<file path="config.mk">
export PLATFORM = sky130hd
export DESIGN_NAME = combined_lcg_shuffle_rng_top_flat
export DESIGN_NICKNAME = d
export VERILOG_FILES = /design/src/rtl/clrng_pkg.sv /design/src/rtl/clrng_if.sv /design/src/rtl/clrng_ctrl.sv /design/src/rtl/clrng_dp.sv /design/src/rtl/combined_lcg_shuffle_rng_top.sv /design/src/flat_wrapper.sv
export SDC_FILE = /design/constraint.sdc
export NUM_CORES = 2
export LEC_CHECK = 0
export BUFFER_PORTS_ARGS = -buffer_cell sky130_fd_sc_hd__buf_2
export CAP_MARGIN = 30
export CORE_ASPECT_RATIO = 2
export CORE_MARGIN = 5
export CORE_UTILIZATION = 55
export DETAILED_ROUTE_END_ITERATION = 16
export PLACE_DENSITY = 0.71
export RECOVER_POWER = 50
export SYNTH_ARGS = -nofsm -noshare
export SYNTH_HDL_FRONTEND = slang
export SYNTH_SLANG_ARGS = --single-unit
</file>
<file path="constraint.sdc">
create_clock -name clk_i -period 8.4 [get_ports clk_i]
set_input_delay 0 -clock clk_i [delete_from_list [all_inputs] [get_ports clk_i]]
set_output_delay 0 -clock clk_i [all_outputs]
set_load 0.02 [all_outputs]
</file>
<file path="src/rtl/clrng_pkg.sv">
package clrng_pkg;

  localparam int VAL_W  = 31;
  localparam int MUL_W  = 16;
  localparam int FOLD_C_W = 8;
  localparam int PROD_W = VAL_W + MUL_W;
  localparam int FOLD_W = VAL_W + 1;

  localparam logic [VAL_W-1:0] MOD_A        = 31'd2147483563;
  localparam logic [VAL_W-1:0] MOD_B        = 31'd2147483399;
  localparam logic [VAL_W-1:0] WRAP_ADD     = 31'd2147483562;
  localparam logic [VAL_W-1:0] SECOND_RESET = 31'd123456789;

  localparam logic [MUL_W-1:0] MUL_A = 16'd40014;
  localparam logic [MUL_W-1:0] MUL_B = 16'd40692;

  // 2^31 minus each modulus, used to fold the high product bits back in
  localparam logic [FOLD_C_W-1:0] FOLD_A = 8'd85;
  localparam logic [FOLD_C_W-1:0] FOLD_B = 8'd249;

  localparam int WARMUP         = 8;
  localparam int TABLE_SIZE_DEF = 32;

  typedef struct packed {
    logic load_seed;
    logic mul;
    logic fold;
    logic fill_sub;
    logic draw_sub;
    logic finish;
  } rng_cmd_t;

  typedef struct packed {
    logic fill_done;
    logic out_busy;
  } rng_sts_t;

endpackage

</file>
<file path="src/rtl/clrng_if.sv">
interface clrng_in_if;
  import clrng_pkg::*;

  logic             valid;
  logic             ready;
  logic             command;
  logic [VAL_W-1:0] seed_magnitude;

  modport source (output valid, output command, output seed_magnitude, input ready);
  modport sink   (input valid, input command, input seed_magnitude, output ready);
endinterface

interface clrng_out_if;
  import clrng_pkg::*;

  logic             valid;
  logic             ready;
  logic [VAL_W-1:0] random_value;

  modport source (output valid, output random_value, input ready);
  modport sink   (input valid, input random_value, output ready);
endinterface

</file>
<file path="src/rtl/clrng_ctrl.sv">
module clrng_ctrl (
  input  logic                clk_i,
  input  logic                rst_ni,
  input  logic                in_valid_i,
  input  logic                in_command_i,
  output logic                in_ready_o,
  input  clrng_pkg::rng_sts_t sts_i,
  output clrng_pkg::rng_cmd_t cmd_o
);
  import clrng_pkg::*;

  typedef enum logic [2:0] {
    ST_IDLE,
    ST_FMUL,
    ST_FFOLD,
    ST_FSUB,
    ST_MUL,
    ST_FOLD,
    ST_SUB,
    ST_FIN
  } state_e;

  state_e state_q, state_d;

  always_comb begin
    state_d = state_q;
    cmd_o   = '0;
    unique case (state_q)
      ST_IDLE: begin
        if (in_valid_i) begin
          if (in_command_i) begin
            cmd_o.load_seed = 1'b1;
            state_d         = ST_FMUL;
          end else begin
            state_d = ST_MUL;
          end
        end
      end
      ST_FMUL: begin
        cmd_o.mul = 1'b1;
        state_d   = ST_FFOLD;
      end
      ST_FFOLD: begin
        cmd_o.fold = 1'b1;
        state_d    = ST_FSUB;
      end
      ST_FSUB: begin
        cmd_o.fill_sub = 1'b1;
        state_d        = sts_i.fill_done ? ST_MUL : ST_FMUL;
      end
      ST_MUL: begin
        cmd_o.mul = 1'b1;
        state_d   = ST_FOLD;
      end
      ST_FOLD: begin
        cmd_o.fold = 1'b1;
        state_d    = ST_SUB;
      end
      ST_SUB: begin
        cmd_o.draw_sub = 1'b1;
        state_d        = ST_FIN;
      end
      ST_FIN: begin
        if (!sts_i.out_busy) begin
          cmd_o.finish = 1'b1;
          state_d      = ST_IDLE;
        end
      end
      default: state_d = ST_IDLE;
    endcase
  end

  assign in_ready_o = (state_q == ST_IDLE);

  always_ff @(posedge clk_i or negedge rst_ni) begin
    if (!rst_ni) begin
      state_q <= ST_IDLE;
    end else begin
      state_q <= state_d;
    end
  end

endmodule

</file>
<file path="src/rtl/clrng_dp.sv">
module clrng_dp #(
  parameter int TABLE_SIZE = clrng_pkg::TABLE_SIZE_DEF
) (
  input  logic                         clk_i,
  input  logic                         rst_ni,
  input  logic [clrng_pkg::VAL_W-1:0]  in_seed_i,
  input  clrng_pkg::rng_cmd_t          cmd_i,
  output clrng_pkg::rng_sts_t          sts_o,
  output logic                         out_valid_o,
  input  logic                         out_ready_i,
  output logic [clrng_pkg::VAL_W-1:0]  out_value_o
);
  import clrng_pkg::*;

  localparam int    IDX_W    = $clog2(TABLE_SIZE);
  localparam int    CNT_W    = $clog2(TABLE_SIZE + WARMUP);
  localparam longint NDIV    = 64'd1 + 64'd2147483562 / TABLE_SIZE;
  localparam longint RECIP   = (64'd1 << VAL_W) / NDIV;
  localparam int    R_W      = $clog2(TABLE_SIZE + 1);
  localparam int    Q_W      = R_W + 1;
  localparam int    QP_W     = VAL_W + R_W;
  localparam int    HC_W     = MUL_W + FOLD_C_W;

  localparam logic [R_W-1:0]   RECIP_V  = R_W'(RECIP);
  localparam logic [QP_W-1:0]  NDIV_V   = QP_W'(NDIV);
  localparam logic [Q_W-1:0]   SLOT_MAX = Q_W'(TABLE_SIZE - 1);
  localparam logic [CNT_W-1:0] CNT_LOAD = CNT_W'(TABLE_SIZE + WARMUP - 1);
  localparam logic [CNT_W-1:0] CNT_TAB  = CNT_W'(TABLE_SIZE);

  logic [VAL_W-1:0]  gen_a_q, gen_b_q, last_q, out_q;
  logic              out_valid_q;
  logic [PROD_W-1:0] prod_a_q, prod_b_q;
  logic [FOLD_W-1:0] fold_a_q, fold_b_q;
  logic [R_W-1:0]    q0_q;
  logic [IDX_W-1:0]  slot_q;
  logic [CNT_W-1:0]  cnt_q;

  logic [VAL_W-1:0]      mem_q [TABLE_SIZE];
  logic [TABLE_SIZE-1:0] vld_q;
  logic [VAL_W-1:0]      rd_q;
  logic                  rd_vld_q;

  logic [VAL_W-1:0]  seed_v;
  logic [HC_W-1:0]   hc_a, hc_b;
  logic [FOLD_W-1:0] fold_a_d, fold_b_d;
  logic [VAL_W-1:0]  red_a, red_b;
  logic [QP_W-1:0]   q0_prod, qn, rem;
  logic [Q_W-1:0]    q_fix;
  logic [IDX_W-1:0]  slot_d;
  logic [VAL_W-1:0]  entry;
  logic signed [VAL_W+1:0] diff;
  logic [VAL_W-1:0]  result;
  logic              we;
  logic [IDX_W-1:0]  waddr;
  logic [VAL_W-1:0]  wdata;

  assign seed_v = (in_seed_i == '0) ? VAL_W'(1) : in_seed_i;

  // fold high part of the product: 2^31 is congruent to the fold constant
  assign hc_a     = prod_a_q[PROD_W-1:VAL_W] * FOLD_A;
  assign hc_b     = prod_b_q[PROD_W-1:VAL_W] * FOLD_B;
  assign fold_a_d = {1'b0, prod_a_q[VAL_W-1:0]} + FOLD_W'(hc_a);
  assign fold_b_d = {1'b0, prod_b_q[VAL_W-1:0]} + FOLD_W'(hc_b);

  assign red_a = (fold_a_q >= {1'b0, MOD_A}) ? VAL_W'(fold_a_q - {1'b0, MOD_A})
                                              : fold_a_q[VAL_W-1:0];
  assign red_b = (fold_b_q >= {1'b0, MOD_B}) ? VAL_W'(fold_b_q - {1'b0, MOD_B})
                                              : fold_b_q[VAL_W-1:0];

  // slot = last / NDIV via reciprocal estimate and one correction
  assign q0_prod = last_q * RECIP_V;
  assign qn      = q0_q * NDIV_V;
  assign rem     = QP_W'(last_q) - qn;
  assign q_fix   = (rem >= NDIV_V) ? Q_W'(q0_q) + Q_W'(1) : Q_W'(q0_q);
  assign slot_d  = (q_fix > SLOT_MAX) ? SLOT_MAX[IDX_W-1:0] : q_fix[IDX_W-1:0];

  assign entry  = rd_vld_q ? rd_q : '0;
  assign diff   = $signed({2'b00, entry}) - $signed({2'b00, gen_b_q});
  assign result = (diff < 1) ? VAL_W'(diff + $signed({2'b00, WRAP_ADD}))
                             : diff[VAL_W-1:0];

  always_comb begin
    we    = 1'b0;
    waddr = slot_q;
    wdata = gen_a_q;
    if (cmd_i.fill_sub && (cnt_q < CNT_TAB)) begin
      we    = 1'b1;
      waddr = cnt_q[IDX_W-1:0];
      wdata = red_a;
    end else if (cmd_i.finish) begin
      we = 1'b1;
    end
  end

  always_ff @(posedge clk_i) begin
    if (we) begin
      mem_q[waddr] <= wdata;
    end
    if (cmd_i.draw_sub) begin
      rd_q <= mem_q[slot_q];
    end
    if (cmd_i.mul) begin
      prod_a_q <= gen_a_q * MUL_A;
      prod_b_q <= gen_b_q * MUL_B;
      q0_q     <= q0_prod[QP_W-1:VAL_W];
    end
    if (cmd_i.fold) begin
      fold_a_q <= fold_a_d;
      fold_b_q <= fold_b_d;
      slot_q   <= slot_d;
    end
    if (cmd_i.finish) begin
      out_q <= result;
    end
  end

  always_ff @(posedge clk_i or negedge rst_ni) begin
    if (!rst_ni) begin
      gen_a_q     <= VAL_W'(1);
      gen_b_q     <= SECOND_RESET;
      last_q      <= '0;
      cnt_q       <= '0;
      vld_q       <= '0;
      rd_vld_q    <= 1'b0;
      out_valid_q <= 1'b0;
    end else begin
      if (we) begin
        vld_q[waddr] <= 1'b1;
      end
      if (cmd_i.draw_sub) begin
        rd_vld_q <= vld_q[slot_q];
      end
      if (cmd_i.load_seed) begin
        gen_a_q <= seed_v;
        gen_b_q <= seed_v;
        cnt_q   <= CNT_LOAD;
      end
      if (cmd_i.fill_sub) begin
        gen_a_q <= red_a;
        if (cnt_q == '0) begin
          last_q <= red_a;
        end else begin
          cnt_q <= cnt_q - CNT_W'(1);
        end
      end
      if (cmd_i.draw_sub) begin
        gen_a_q <= red_a;
        gen_b_q <= red_b;
      end
      if (cmd_i.finish) begin
        last_q      <= result;
        out_valid_q <= 1'b1;
      end else if (out_ready_i) begin
        out_valid_q <= 1'b0;
      end
    end
  end

  assign sts_o.fill_done = (cnt_q == '0);
  assign sts_o.out_busy  = out_valid_q && !out_ready_i;
  assign out_valid_o     = out_valid_q;
  assign out_value_o     = out_q;

endmodule

</file>
<file path="src/rtl/combined_lcg_shuffle_rng_top.sv">
// draw: a beat steps through multiply, fold, subtract and finish; the next is taken in idle
// reseed: adds TABLE_SIZE + 8 iterations of one modular step, the last TABLE_SIZE fill the table
// each step is a 31x16 multiply, a fold of the high bits and a conditional subtract
// a pending result waits in the output register; the next beat is taken meanwhile
// reset: generators 1 and 123456789, last output 0, table reads zero through valid bits
module combined_lcg_shuffle_rng_top #(
  parameter int TABLE_SIZE = clrng_pkg::TABLE_SIZE_DEF
) (
  input  logic   clk_i,
  input  logic   rst_ni,
  clrng_in_if.sink    in_i,
  clrng_out_if.source out_o
);
  import clrng_pkg::*;

  rng_cmd_t cmd;
  rng_sts_t sts;

  clrng_ctrl u_ctrl (
    .clk_i        (clk_i),
    .rst_ni       (rst_ni),
    .in_valid_i   (in_i.valid),
    .in_command_i (in_i.command),
    .in_ready_o   (in_i.ready),
    .sts_i        (sts),
    .cmd_o        (cmd)
  );

  clrng_dp #(
    .TABLE_SIZE (TABLE_SIZE)
  ) u_dp (
    .clk_i       (clk_i),
    .rst_ni      (rst_ni),
    .in_seed_i   (in_i.seed_magnitude),
    .cmd_i       (cmd),
    .sts_o       (sts),
    .out_valid_o (out_o.valid),
    .out_ready_i (out_o.ready),
    .out_value_o (out_o.random_value)
  );

  a_out_nonzero: assert property (@(posedge clk_i) disable iff (!rst_ni)
    out_o.valid |-> out_o.random_value != '0)
    else $error("result beat carries zero");

  a_busy_after_accept: assert property (@(posedge clk_i) disable iff (!rst_ni)
    in_i.valid && in_i.ready |=> !in_i.ready)
    else $error("input taken again before the draw finished");

  a_one_cmd: assert property (@(posedge clk_i) disable iff (!rst_ni)
    $onehot0(cmd))
    else $error("more than one datapath command at once");

  a_finish_shows: assert property (@(posedge clk_i) disable iff (!rst_ni)
    cmd.finish |=> out_o.valid)
    else $error("finished draw not presented");

endmodule
</file>
<file path="src/flat_wrapper.sv">
// flat-port wrapper written by rule: the top's interface ports become plain ports
module combined_lcg_shuffle_rng_top_flat import clrng_pkg::*;
#(
  parameter int TABLE_SIZE = clrng_pkg::TABLE_SIZE_DEF
)
  (clk_i, rst_ni, in_i_valid, in_i_command, in_i_seed_magnitude, in_i_ready, out_o_valid, out_o_random_value, out_o_ready);
  clrng_in_if in_i_i ();
  clrng_out_if out_o_i ();
  input  logic clk_i;
  input  logic rst_ni;
  input wire logic [$bits(in_i_i.valid)-1:0] in_i_valid;
  input wire logic [$bits(in_i_i.command)-1:0] in_i_command;
  input wire logic [$bits(in_i_i.seed_magnitude)-1:0] in_i_seed_magnitude;
  output wire logic [$bits(in_i_i.ready)-1:0] in_i_ready;
  output wire logic [$bits(out_o_i.valid)-1:0] out_o_valid;
  output wire logic [$bits(out_o_i.random_value)-1:0] out_o_random_value;
  input wire logic [$bits(out_o_i.ready)-1:0] out_o_ready;
  assign in_i_i.valid = in_i_valid;
  assign in_i_i.command = in_i_command;
  assign in_i_i.seed_magnitude = in_i_seed_magnitude;
  assign in_i_ready = in_i_i.ready;
  assign out_o_valid = out_o_i.valid;
  assign out_o_random_value = out_o_i.random_value;
  assign out_o_i.ready = out_o_ready;
  combined_lcg_shuffle_rng_top #(.TABLE_SIZE(TABLE_SIZE)) u_core (.clk_i(clk_i), .rst_ni(rst_ni), .in_i(in_i_i), .out_o(out_o_i));
endmodule
</file>
=== After elaboration in Yosys (flattened, before gate mapping) ===
Memories as Yosys holds them, arrays and structs flattened. A register that Yosys moved wholly into a read port is not among the register bits.
Index checks and enable logic that the tools add are counted.

* Bits in registers: 332
* Memory bits (writable): 992
* Input port bits: 36
* Output and inout port bits: 33
* Word-level logic and storage cells: 107
* Memories kept: 1

{| class="wikitable"
|+ Memories
! memory !! depth !! bits a word !! rd ports !! clocked after memory_dff !! write ports !! RTL line !! text
|-
| u_core.u_dp.mem_q || 32 || 31 || 1 || 1 || 1 || clrng_dp.sv:38 || <nowiki>logic [VAL_W-1:0] mem_q [TABLE_SIZE];</nowiki>
|}

* $add $sub $neg: 9
* Multipliers: 5
* Order comparisons: 9
* Equality and inequality tests: 9
* Muxes and demuxes: 42
* Bitwise operators: 1
* Reductions and logical operators: 16

{| class="wikitable"
|+ Operators by type and width
! operator !! count
|-
| $mux 31 || 13
|-
| $ge 32x31->1 const B || 2
|-
| $sub 31x31->32 || 2
|-
| $sub 31x31->31 const B || 2
|-
| $mul 31x15->46 const B || 1
|-
| $mul 31x14->45 const B || 1
|-
| $ge 37x26->1 const B || 1
|-
| $add 31x23->32 || 1
|-
| $add 31x24->32 || 1
|-
| $lt 32x2->1 const B || 1
|-
| $or 32x32->32 || 1
|-
| $add 31x8->31 const B || 1
|-
| $logic_not 31->1 || 1
|-
| $mul 5x25->30 const B || 1
|-
| $mul 16x8->24 const B || 1
|-
| $mux 6 || 4
|-
| $pmux 3 s8 || 1
|-
| $mul 16x7->23 const B || 1
|-
| $mux 1 || 17
|-
| $eq 3x3->1 const B || 4
|-
| $lt 5x6->1 const B || 2
|-
| $mux 3 || 4
|-
| $reduce_bool 2->1 || 4
|-
| $add 5x1->6 const B || 1
|-
| other kinds (17) || 23
|}

=== Longest topological paths before layout ===
* Depth after elaboration: 9
* Mapped depth: 27
* Mapped depth without buffers: 26

=== Hierarchy ===
A second synthesis with hierarchy kept.

* Cells, all modules: 5684
* Area total of the unflattened synthesis: 79693.9 µm²

{| class="wikitable"
|+ By module, submodules not included
! module !! times used !! cells an instance !! area each (µm²) !! seq. area each (µm²)
|-
| clrng_dp || 1 || 5656 || 79463.7 || 39929.5
|-
| clrng_ctrl || 1 || 28 || 230.2 || 75.1
|}

=== Least setup slack after synthesis ===
OpenSTA, ideal clock, no wires.

* Path type: reg-to-reg
* Start: register u_core.u_dp.q0_q[2]
* End: register u_core.u_dp.slot_q[0] (data pin)
* Setup time: 0.281 ns
* Data arrival time: 6.484 ns
* Data required time: 8.119 ns
* Path slack: 1.635 ns
* Cell stages (with the launch flop): 27
* Path buffers: 1
* Path through: edfxtp_1 fa_1 inv_1 fa_1 fa_1 inv_1 ha_1 a21oi_1 o21ai_0 a21o_1 a21o_1 fa_1 inv_1 ha_1 clkbuf_1 a21oi_1 mux2i_1 o211ai_1 a2111oi_0 nand4_1 or4_1 nor4_1 nand4_1 nor4_1 nor4b_2 a211oi_1 a21oi_1

* Longest elaborated chain between the ends: 5
* Elaborated cells between the ends (all ways): 6

{| class="wikitable"
|+ RTL lines
! what !! RTL line !! text
|-
| from (decl) || clrng_dp.sv:34 || <nowiki>logic [R_W-1:0] q0_q;</nowiki>
|-
| from (signal assigned) || clrng_dp.sv:105 || <nowiki>q0_q <= q0_prod[QP_W-1:VAL_W];</nowiki>
|-
| $mul 5x25->30 || clrng_dp.sv:72 || <nowiki>assign qn = q0_q * NDIV_V;</nowiki>
|-
| $sub 31x31->32 || clrng_dp.sv:73 || <nowiki>assign rem = QP_W'(last_q) - qn;</nowiki>
|-
| $ge 37x26->1 || clrng_dp.sv:74 || <nowiki>assign q_fix = (rem >= NDIV_V) ? Q_W'(q0_q) + Q_W'(1) : Q_W'(q0_q);</nowiki>
|-
| $mux 6 (*) || clrng_dp.sv:74 ||
|-
| $gt 6x5->1 || clrng_dp.sv:75 || <nowiki>assign slot_d = (q_fix > SLOT_MAX) ? SLOT_MAX[IDX_W-1:0] : q_fix[IDX_W-1:0];</nowiki>
|-
| to (signal assigned) || clrng_dp.sv:110 || <nowiki>slot_q <= slot_d;</nowiki>
|-
| to (decl) || clrng_dp.sv:35 || <nowiki>logic [IDX_W-1:0] slot_q;</nowiki>
|}

Mark *: on every way between the ends. The rest lies on a longest branch, timed or not.
A chain may end at the register's enable or synchronous reset.

=== Final worst setup path ===
* Start: register u_core.u_dp.q0_q[2]
* End: register u_core.u_dp.slot_q[2] (data pin)

Same word-level chain as after synthesis.

==> results.cfg <==
[routing]
route.final.wire_length_mm = 228
number_of_drc_violations_after_detailed_routing_iteration_0 = 4150
dr_total_vias = 48000
drcViolationCount = 0
postRouteAntennaNets = 0
drt-wirelength-per-cell_microns = 29.5
avgViaCountPerCell = 6.21
total_iterations_of_the_first_detailed_routing_run = 6

[grt]
grt_max_degree = 118
vias_in_the_first_global_route = 50700
number_of_antenna_violations_at_the_first_check_in_global_routing = 9
track_usage = 0.300
gr-total-overflow = 0
global_route_wire_length_before_repair_mm = 333

[cts]
cts_tree = done
numClockSinks = 1354
cts.reportedPaths.clkPinSlew_ns = 0.07
cts-resized-gates = 0
clk-insertion-delay-late_ns = 0.78
cts-root-buf = sky130_fd_sc_hd__clkbuf_16
cts_max_path_buffers = 3
cts_max_level = 3
cts_made_buffers = 113

[logic_synthesis]
synth_sequential_area_ratio = 0.507
primary_flip_flop_cell_chosen_by_synthesis_mapping = sky130_fd_sc_hd__edfxtp_1
yosysWarningCount = 0
synth_area_per_cell_sq_um = 14.2
synthCells = 5562
total_of_flip_flops_plus_latches_after_synthesis = 1354
synth_area_sq_um = 79000
synth.net_count = 6598
number_of_enable_flip_flop_cells_after_synthesis = 1219
synth_cell_type_count = 95
synth-async-reset-ratio = 0.0997

[finish]
layout_commonest_cell = sky130_fd_sc_hd__edfxtp_1
commonest_non_fill_non_tap_cells_in_the_layout = 1219 x sky130_fd_sc_hd__edfxtp_1, 736 x sky130_fd_sc_hd__inv_1, 535 x sky130_fd_sc_hd__ha_1
synthToLayoutAreaGrowth_pct = 9.09
layout-drive-gt1-share = 0.128
final_nets = 6771

[critical_path]
cp_data_arrival_time_ns = 8.22
worst_setup_path_start_kind = flop
critical_path.most_common_cell = sky130_fd_sc_hd__a21oi_1
cp_top_family = adder cells
critical_path_s_largest_stage_delay_ns = 0.82
critical_path.slowest_cell = sky130_fd_sc_hd__nor4b_2
crit_type = flop to flop
critPathRequiredTime_ns = 8.90
worstPathMaxFanout = 9
crit_buf_inv = 3
worst_setup_path_end_kind = flop

[place]
place.detailed.hpwl_mm = 165
buffer_ports.inserted = 68
place_congestion = 0.977

[floorplan]
die_h_microns = 546
core_region_area_sq_um = 143000
start_util = 0.553
chipWidth_microns = 278
fp-row-count = 196
dieArea_sq_um = 152000
ios = 69

[sta]
layout_min_cycle_time_ns = 7.72
finalMaxSlewViolations = 1386
fmax_mhz = 130
rsz_0062_raised_after_global_routing = false
finalSetupViolations = 0
final.period_utilization = 0.919
hold_viol_final = 0
slew-limit-headroom = -1.68
timing_worst_slew_pin_value_ns = 4.01
clock_skew_ns = 0.0623
totalNegativeSetupSlack_ns = 0

[min_path]
worst_min_delay_path_class = primary input to flop

[status]
violations = capacitance limit, slew limit
status = finished with violations

[run]
drv.max_cap_violation_count = 37
## metal layers
| layer | global-route usage | wire length, microns | vias to the layer above | share of wire |
|---|---|---|---|---|
| li1 | - | - | 20500 | - |
| met1 | 0.323 | 72900 | 24700 | 0.32 |
| met2 | 0.549 | 122000 | 2048 | 0.54 |
| met3 | 0.0376 | 13100 | 675 | 0.057 |
| met4 | 0.196 | 19700 | 4 | 0.086 |
| met5 | 0 | 27 | - | 0.00012 |
## path summary, 6_finish.rpt
kind,start,slack [ns],cells past startpoint,end
worst max-delay path,u_core.u_dp.q0_q[2],0.68,25,u_core.u_dp.slot_q[2]
worst min-delay path,in_i_seed_magnitude[26],0.18,4,u_core.u_dp.gen_b_q[26]
worst max register to register,u_core.u_dp.q0_q[2],0.68,25,u_core.u_dp.slot_q[2]
worst min register to register,u_core.u_dp.vld_q[17],0.47,1,u_core.u_dp.vld_q[17]
max in group asynchronous,rst_ni,3.52,4,u_core.u_dp.gen_a_q[2]
min in group asynchronous,rst_ni,1.26,3,u_core.u_dp.gen_b_q[10]
## synth_stat cells, types with 9 or more instances
master / count / area [sq um]
sky130_fd_sc_hd__or2_2: 43 / 269
sky130_fd_sc_hd__and2_1: 62 / 388
sky130_fd_sc_hd__o21ai_1: 9 / 45.0
sky130_fd_sc_hd__or3_1: 23 / 144
sky130_fd_sc_hd__o21bai_1: 33 / 248
sky130_fd_sc_hd__nand2_1: 239 / 897
sky130_fd_sc_hd__nand2b_1: 36 / 225
sky130_fd_sc_hd__edfxtp_1: 1219 / 36600
sky130_fd_sc_hd__xor2_1: 92 / 806
sky130_fd_sc_hd__nor2b_1: 27 / 169
sky130_fd_sc_hd__fa_1: 465 / 9310
sky130_fd_sc_hd__mux4_2: 320 / 7210
sky130_fd_sc_hd__buf_1: 23 / 86.3
sky130_fd_sc_hd__a211oi_1: 36 / 270
sky130_fd_sc_hd__buf_2: 9 / 45.0
sky130_fd_sc_hd__o21a_1: 30 / 225
sky130_fd_sc_hd__xnor2_1: 159 / 1390
sky130_fd_sc_hd__ha_1: 535 / 6690
sky130_fd_sc_hd__a31oi_1: 37 / 231
sky130_fd_sc_hd__clkbuf_1: 129 / 484
sky130_fd_sc_hd__and3_1: 46 / 288
sky130_fd_sc_hd__a21boi_0: 10 / 75.1
sky130_fd_sc_hd__o211ai_1: 15 / 113
sky130_fd_sc_hd__nor4_1: 27 / 169
sky130_fd_sc_hd__and4_1: 9 / 78.8
sky130_fd_sc_hd__nand3_1: 79 / 395
sky130_fd_sc_hd__dfrtp_1: 118 / 2950
sky130_fd_sc_hd__mux2_2: 33 / 372
sky130_fd_sc_hd__nor3_1: 44 / 220
sky130_fd_sc_hd__a221o_1: 20 / 200
sky130_fd_sc_hd__a21oi_1: 218 / 1090
sky130_fd_sc_hd__nor2_1: 231 / 867
sky130_fd_sc_hd__o21ai_0: 154 / 771
sky130_fd_sc_hd__dfstp_2: 17 / 447
sky130_fd_sc_hd__inv_1: 735 / 2760
sky130_fd_sc_hd__mux2i_1: 10 / 100
sky130_fd_sc_hd__a21o_1: 78 / 586
sky130_fd_sc_hd__nand4_1: 32 / 200
sky130_fd_sc_hd__a2111oi_0: 9 / 78.8
## worst reg2reg max path, stage by stage (launching register included)
cell	delay (ns)
sky130_fd_sc_hd__edfxtp_1	0.53
sky130_fd_sc_hd__fa_1	0.71
sky130_fd_sc_hd__inv_1	0.09
sky130_fd_sc_hd__fa_1	0.48
sky130_fd_sc_hd__fa_1	0.52
sky130_fd_sc_hd__inv_1	0.04
sky130_fd_sc_hd__ha_1	0.33
sky130_fd_sc_hd__a21oi_1	0.14
sky130_fd_sc_hd__o21ai_0	0.13
sky130_fd_sc_hd__a21o_1	0.23
sky130_fd_sc_hd__a21o_1	0.23
sky130_fd_sc_hd__fa_1	0.49
sky130_fd_sc_hd__inv_1	0.04
sky130_fd_sc_hd__ha_1	0.37
sky130_fd_sc_hd__a21oi_1	0.38
sky130_fd_sc_hd__nand2_1	0.13
sky130_fd_sc_hd__a31oi_1	0.33
sky130_fd_sc_hd__nor2_1	0.11
sky130_fd_sc_hd__a21oi_1	0.32
sky130_fd_sc_hd__o22a_1	0.19
sky130_fd_sc_hd__a21oi_1	0.10
sky130_fd_sc_hd__a41oi_1	0.31
sky130_fd_sc_hd__mux2i_1	0.14
sky130_fd_sc_hd__nor4b_2	0.82
sky130_fd_sc_hd__a21oi_1	0.09
sky130_fd_sc_hd__o22a_1	0.24
## final cells by class
type,instances,area [sq um]
Clock inverter,74,761
Inverter,736,2760
Timing Repair Buffer,222,1470
Fill cell,10900,56600
Clock buffer,139,3020
Antenna cell,4,10.0
Sequential cell,1354,40000
Multi-Input combinational cell,3308,35800
Tap cell,1881,2350
## metrics by stage
stage	util	setup slack (ns)	instances	cell area (sq um)	hold slack (ns)
6_report	0.604	0.679	7718	86200	0.178
5_1_grt	0.604	0.183	7715	86100	0.174
4_1_cts	0.608	0.715	7714	86700	0.107
3_5_place_dp	0.577	0.739	7451	82400	0.101
3_3_place_gp	0.575	0.854	7434	82100	0.0938
2_1_floorplan	-	1.63	5562	79000	-0.296
## state kept, by name, summed over array words and instances, names as in the netlist, 6 cells and up
name and flops:
u_core.u_dp.rd_q 31, u_core.u_dp.last_q 30, u_core.u_dp.prod_b_q 45, u_core.u_dp.out_value_o 31
u_core.u_dp.vld_q 32, u_core.u_dp.fold_b_q 32, u_core.u_dp.gen_b_q 31, u_core.u_dp.cnt_q 6
u_core.u_dp.fold_a_q 32, u_core.u_dp.prod_a_q 46, u_core.u_dp.gen_a_q 31, u_core.u_dp.mem_q 992
## repair_timing
| action | 4_1_cts | 5_1_grt |
|---|---|---|
| endpoints found under the setup margin | 0 | 0 |
| setup buffers | 0 | 0 |
| hold buffers | 50 | 0 |
| endpoints found under the hold margin | 145 | 0 |
## cell families (layout without fill, tap and decap cells)
logic type	count (synthesis)	after routing	synth area share
buf+inv	900	1171	0.0432
other cells	0	4	0
mux	363	363	0.0972
flops	1354	1354	0.507
simple gates	939	939	0.0599
fa+ha+maj	1000	1000	0.203
compound gates	754	754	0.0626
xor+xnor	252	252	0.0280
Power is not shown: default switching activity piles up to over one toggle a cycle in this logic, so the estimate is an artifact.
